### src/rtl/pfsc_pkg.sv
`default_nettype none
package pfsc_pkg;

    localparam int CFG_W        = 7;
    localparam int CFG_IDX_W    = 1;
    localparam int OP_W         = 2;
    localparam int ELEV_FIELD_W = 20;
    localparam int CNT_FIELD_W  = 13;
    localparam int YEAR_W       = 20;
    localparam int IN_DATA_W    = 24;
    localparam int OUT_DATA_W   = 40;

    localparam logic [YEAR_W-1:0] LEVEL_MAX = '1;

    typedef enum logic [OP_W-1:0] {
        OP_LOAD    = 2'd0,
        OP_ADVANCE = 2'd1,
        OP_RESTART = 2'd2
    } op_t;

    typedef enum logic [CFG_IDX_W-1:0] {
        REG_ROWS = 1'b0,
        REG_COLS = 1'b1
    } reg_idx_t;

    typedef enum logic [1:0] {
        DIR_DOWN  = 2'd0,
        DIR_RIGHT = 2'd1,
        DIR_UP    = 2'd2,
        DIR_LEFT  = 2'd3
    } dir_t;

    typedef enum logic [2:0] {
        HS_IDLE,
        HS_UP_RD,
        HS_UP_CMP,
        HS_DN_LAST,
        HS_DN_KEY,
        HS_DN_RD,
        HS_DN_CMP
    } heap_state_t;

    typedef enum logic [2:0] {
        ST_CLEAR,
        ST_IDLE,
        ST_SEED_NEXT,
        ST_CHECK,
        ST_DIV,
        ST_NB,
        ST_MARK_RD,
        ST_MARK_CHK
    } ctrl_state_t;

    typedef struct packed {
        logic push;
        logic pop;
        logic clear;
    } heap_cmd_t;

endpackage
`default_nettype wire

### src/rtl/pfsc_div.sv
`default_nettype none
module pfsc_div import pfsc_pkg::*; #(
    parameter int N_W = 12,
    parameter int D_W = 7
) (
    input  logic           clk,
    input  logic           rst_n,
    input  logic           start,
    input  logic [N_W-1:0] dividend,
    input  logic [D_W-1:0] divisor,
    output logic           done,
    output logic [N_W-1:0] quot,
    output logic [D_W-1:0] rem
);

    localparam int CNT_W = $clog2(N_W + 1);

    logic             busy_reg, busy_next;
    logic             done_reg, done_next;
    logic [CNT_W-1:0] cnt_reg, cnt_next;
    logic [N_W-1:0]   quo_reg, quo_next;
    logic [D_W-1:0]   rem_reg, rem_next;
    logic [D_W:0]     trial;
    logic             fits;

    // one quotient bit per cycle
    always_comb
    begin
        trial     = {rem_reg, quo_reg[N_W-1]};
        fits      = trial >= {1'b0, divisor};
        busy_next = busy_reg;
        done_next = 1'b0;
        cnt_next  = cnt_reg;
        quo_next  = quo_reg;
        rem_next  = rem_reg;
        if (start)
        begin
            busy_next = 1'b1;
            cnt_next  = CNT_W'(N_W);
            quo_next  = dividend;
            rem_next  = '0;
        end
        else if (busy_reg)
        begin
            quo_next = (quo_reg << 1) | N_W'(fits);
            rem_next = fits ? D_W'(trial - {1'b0, divisor}) : D_W'(trial);
            cnt_next = cnt_reg - CNT_W'(1);
            if (cnt_reg == CNT_W'(1))
            begin
                busy_next = 1'b0;
                done_next = 1'b1;
            end
        end
    end

    always_ff @(posedge clk or negedge rst_n)
    begin
        if (!rst_n)
        begin
            busy_reg <= 1'b0;
            done_reg <= 1'b0;
            cnt_reg  <= '0;
        end
        else
        begin
            busy_reg <= busy_next;
            done_reg <= done_next;
            cnt_reg  <= cnt_next;
        end
    end

    always_ff @(posedge clk)
    begin
        quo_reg <= quo_next;
        rem_reg <= rem_next;
    end

    assign done = done_reg;
    assign quot = quo_reg;
    assign rem  = rem_reg;

endmodule
`default_nettype wire

### config.mk
export PLATFORM = sky130hd
export DESIGN_NAME = pfsc_div
export DESIGN_NICKNAME = d
export VERILOG_FILES = /design/src/rtl/pfsc_pkg.sv /design/src/rtl/pfsc_div.sv
export SDC_FILE = /design/constraint.sdc
export NUM_CORES = 1
export LEC_CHECK = 0
export BUFFER_PORTS_ARGS = -buffer_cell sky130_fd_sc_hd__buf_2
export CORE_MARGIN = 2
export CORE_UTILIZATION = 25
export CTS_CLUSTER_SIZE = 10
export DETAILED_ROUTE_END_ITERATION = 8
export HOLD_SLACK_MARGIN = 0.02
export PLACE_DENSITY_LB_ADDON = 0.15
export SYNTH_ARGS = -nofsm -noshare
export SYNTH_HDL_FRONTEND = slang
export SYNTH_SLANG_ARGS = --single-unit
export TNS_END_PERCENT = 20
### constraint.sdc
create_clock -name clk -period 3.7 [get_ports clk]
set_clock_uncertainty 0.2 [all_clocks]
set_input_delay 1.11 -clock clk [delete_from_list [all_inputs] [get_ports clk]]
set_output_delay 1.11 -clock clk [all_outputs]
set_load 0.01 [all_outputs]
======== Yosys cells after proc, flatten, opt, wreduce, memory -nomap -nowiden ========
Cells that the tools add are included.
word-level totals
  register bits after elaboration ......... 25
  output and inout bits ................... 20
  input bits .............................. 22
  word-level logic and storage cells ...... 22
operators by class
  muxes and demuxes ....................... 11
  equal/unequal tests ..................... 1
  add/sub/neg operators ................... 2
  magnitude comparators ................... 1
  reductions and logical operators ........ 1
  bitwise operators ....................... 1
operators with widths
  kind                   number
  $mux W12               2
  $or A12 B1 Y12         1
  $ge A8 B7 Y1           1
  $mux W4                2
  $mux W7                1
  $sub A7 B7 Y7          1
  $mux W1                6
  $eq A4 B1 Y1 const B   1
  $sub A4 B1 Y4 const B  1
  $reduce_bool A2 Y1     1

======== Depth between registers and ports, before layout ========
  depth after elaboration ................. 4
  gate-level depth with buffers ........... 9
  gate-level depth less buffers ........... 7

======== Worst setup path after synthesis ========
OpenSTA, ideal clock, no wires.
  path type ............................... input to register
  from .................................... in divisor[0]
  to ...................................... reg rem_reg[0], in the netlist rem[0]
  setup slack ............................. 595 ps
  data arrival time ....................... 2,817 ps
  library setup time ...................... 88 ps
  cell stages on the path ................. 8
  path through ............................ ha_1 > fa_1 > nand2b_2 > a211o_1 > buf_6 > and3_1 > buf_6 > a311oi_2
on the way
  word-level cells in the longest chain between the ends .. 2
  elaborated cells between the ends (all ways) .. 3
RTL lines
  item                                                  line                            text
  start, declared                                       pfsc_div.sv:10                  input logic [D_W-1:0] divisor,
  $sub A7 B7 Y7 / $ge A8 B7 Y1 (equally long branches)  pfsc_div.sv:46, pfsc_div.sv:30
  $mux W7 *                                             pfsc_div.sv:46                  rem_next = fits ? D_W'(trial - {1'b0, divisor}) : D_W'(trial);
  end signal, assigned                                  pfsc_div.sv:75                  rem_reg <= rem_next;
  end, declared                                         pfsc_div.sv:22                  logic [D_W-1:0] rem_reg, rem_next;
Mark *: on every way between the ends. The rest lies on a longest branch, timed or not.
A chain may end at the register's enable or synchronous reset.

======== Worst setup path after layout ========
  from .................................... in divisor[0]
  to ...................................... reg rem_reg[2], in the netlist rem[2]
The elaborated chain is that of the path after synthesis.

==> key figures <==
Critical path
  • Crit start category: input pin
  • Worst r2r path cells: 7
  • Max stage delay cell, worst path: fa_1
  • CP Class: input pin to flip-flop
  • Capturing point of the worst reg2reg path: rem[2]$_SDFFE_PP0P_
  • WP buf/inv: 1
  • Crit Path Max Fanout: 9
  • CP top delay family: compound AO/OA/AOI/OAI gates
  • CP arrival: 3.03 ns
  • Req. time, crit path: 3.69 ns
  • FF-to-FF Start: quot[11]$_DFFE_PP_
  • Crit-path cells: buf_2 > ha_1 > fa_1 > nand2b_2 > a211o_1 > and3_1 > a311oi_2
  • Max incr delay on CP: 0.40 ns
  • CP Capture Type: flip-flop
  • R2r setup slk: 1.17 ns

Logic synthesis
  • Register area share after synthesis: roughly two fifths
  • Synth Register Bits: 25
  • Yosys Warn Count: 0
  • Number of synthesized flops with an enable pin: 12
  • Synth cell types: 47
  • Synth async-reset ratio: a little under a quarter
  • Synth Instances: 156
  • Syn nets: 188
  • Post-Syn Area: 0.00162 mm^2
  • Post-synth top flop: edfxtp_1
  • Syn_area_per_cell: 10.4 um^2

Drt
  • Wire length on met3: 101 um
  • Vias: 1267
  • Wire length per cell: 13.2 um
  • Drt pass-1 iters: 2
  • WL met2: 1.81 mm
  • Initial DRC Count: 71
  • DRT antenna net count: 0
  • DRC viols: 0
  • Routed WL: 3.57 mm
  • Wl on met1: 1.65 mm
  • DR top layer: met4
  • Drt via density: ~4.7

Pwr
  • Total Power: 0.00104 W
  • Power Density: roughly 540 mW/mm^2
  • Seq pwr share: 38.3%
  • Clock power share: 15.9%
  • Switching portion of total power: 37.4%
  • Worst IR Drop VDD: 0.000174 V
  • Pint: 0.000649 W
  • NetSw: 0.000387 W
  • Comb pwr share: 45.9%
  • Leak pwr: between 0.8 and 0.9 nW

Clock tree
  • CTS H-Tree Depth: 1
  • CTS resizes: 0
  • Clk slew on worst S/H paths: ~0.090 ns
  • Clk Latency, worst-skew pair: 0.27 ns
  • Hold_buf cts: 0
  • TritonCTS clock tree: yes
  • CTS root buf: clkbuf_8
  • Post-CTS setup buffer count: 0
  • Maximum root-to-sink buffer count: 2
  • Clock sink total: 25
  • CTS Buf Count: 3

Final layout
  • Filler Cell Count: 693
  • Layout cells sized above 1: a little over a third
  • Register Area: 651 um^2
  • Area of the multi-input gates: 871 um^2
  • Most common cell after layout, fill and taps aside: buf_2
  • Util after Layout: 30.5%
  • Max reg flops: 12
  • Synth-to-layout area growth: 18.8%
  • Nets: roughly 230
  • Commonest cells after routing, fill and taps aside: 41 x buf_2, 13 x inv_1, 13 x nor2_1, 12 x edfxtp_1, 11 x mux2_2
  • Ant. Diodes: 0

Die
  • # rows: 29
  • Starting Density: approximately a quarter
  • CORE AREA: roughly 0.0063 mm^2
  • Die H: 84.5 um
  • Horiz. Die Dim: 84.5 um
  • I/O pin cnt: 42
  • Die area: around 0.007 mm^2

Hold path
  • Hold Path Cell Cnt: 2
  • Hold Path Class: flip-flop to flip-flop
  • Hold Path End: rem[2]$_SDFFE_PP0P_
  • HP Start: rem[1]$_SDFFE_PP0P_

Global routing
  • Antenna violations before repair: 0
  • Gr ovfl total: 0
  • Gr usage total: between 10% and 20%
  • Largest net degree at the start of global routing: 33
  • Global-route wire length before repair: around 5.9 mm
  • Vias in the first global route: 1219

STA
  • Hold Vio Cnt, Final: 0
  • Worst slew margin: between 40% and 50%
  • Slew @ Worst Pin: 0.807 ns
  • RSZ-0062 raised after global routing: false
  • Final setup vio count: 0
  • Post-route clock period utilization: 82.1%
  • Final min period: 3.04 ns
  • Slew Limit Fails: 0
  • Setup tns final: 0 ns
  • F_max: between 300 and 400 MHz

Placement
  • GP Congestion: between 0.7 and 0.8
  • I/O Buffers: around 40
  • Dpl hpwl: around 2.6 mm

Flow run
  • Max-cap violations: 0

Status
  • Status: finished clean
==> metrics by stage <==
step	setup WS [ns]	cells	area (um^2)	hold WS, ns
final	0.662	270	1920	0.348
after global routing	0.547	270	1920	0.368
after CTS	0.654	270	1920	0.351
after detailed placement	0.364	266	1880	0.331
after global placement	0.386	266	1880	0.318
after floorplan	0.595	156	1620	0.293
==> how the worst max path moves through the flow <==
stage,startpoint,to,slack [ns],cells after the start
after floorplan,divisor[0],rem[0]$_SDFFE_PP0P_,0.59,8
after global placement,divisor[0],rem[2]$_SDFFE_PP0P_,0.39,7
after detailed placement,divisor[0],rem[0]$_SDFFE_PP0P_,0.36,7
after CTS,divisor[0],rem[2]$_SDFFE_PP0P_,0.65,7
after global routing,divisor[0],rem[2]$_SDFFE_PP0P_,0.55,7
final,divisor[0],rem[2]$_SDFFE_PP0P_,0.66,7
==> logic make-up (layout without fill, tap and decap cells) <==
kind of cell               after synthesis  after routing  share of synthesized area, %
xor gates and xnor gates                 4              4                          2.16
muxes                                   12             12                          8.26
DFF                                     25             25                          40.2
and+or+nand+nor                         47             47                          16.4
adders and majority gates               10             10                          8.19
AOI/OAI and AO/OA                       36             36                          18.7
buffers and inverters                   22             59                          6.10
==> power by group through the flow <==
stage / clock network [W] / registers (W) / logic (W)
after floorplan: 0 / 0.000413 / 0.000344
after global placement: 0 / 0.000407 / 0.000486
after detailed placement: 0 / 0.000406 / 0.000483
after CTS: 0.000172 / 0.000400 / 0.000485
after global routing: 0.000180 / 0.000407 / 0.000531
final: 0.000165 / 0.000397 / 0.000475
==> area by class of cell <==
cell class	instances	area share [%]
multi-input cells	109	45.3
clock buffers	4	2.34
repair buffers	42	11.1
inverters	13	2.54
flip-flops and latches	25	33.8
well taps	77	5.01
==> tightest hold or removal path, cell delays in order (launching register included) <==
cell,delay (ns)
dfxtp_1,0.35
inv_1,0.07
a311oi_2,0.08
==> synthesized netlist by cell type, types with 3 or more instances <==
| cell | count | area share, % |
|---|---|---|
| ha_1 | 9 | 6.9 |
| nor2_1 | 13 | 3.0 |
| nand2b_1 | 5 | 1.9 |
| edfxtp_1 | 12 | 22 |
| clkbuf_1 | 5 | 1.2 |
| nand2_1 | 7 | 1.6 |
| dfrtp_1 | 6 | 9.3 |
| a21o_1 | 3 | 1.4 |
| o21bai_1 | 3 | 1.4 |
| a211oi_1 | 3 | 1.4 |
| inv_1 | 13 | 3.0 |
| xnor2_1 | 4 | 2.2 |
| a41oi_1 | 4 | 2.2 |
| mux2_2 | 11 | 7.6 |
| nor3b_1 | 4 | 1.9 |
| dfxtp_1 | 7 | 8.6 |
| o21ai_0 | 5 | 1.5 |
==> routing by layer <==
| layer | up-vias | track usage, % |
|---|---|---|
| li1 | 637 | - |
| met1 | 613 | 13.2 |
| met2 | 15 | 17.4 |
| met3 | 2 | 2.95 |
| met4 | 0 | 1.73 |
| met5 | - | 0 |
Power figures use the tool's default switching activity.
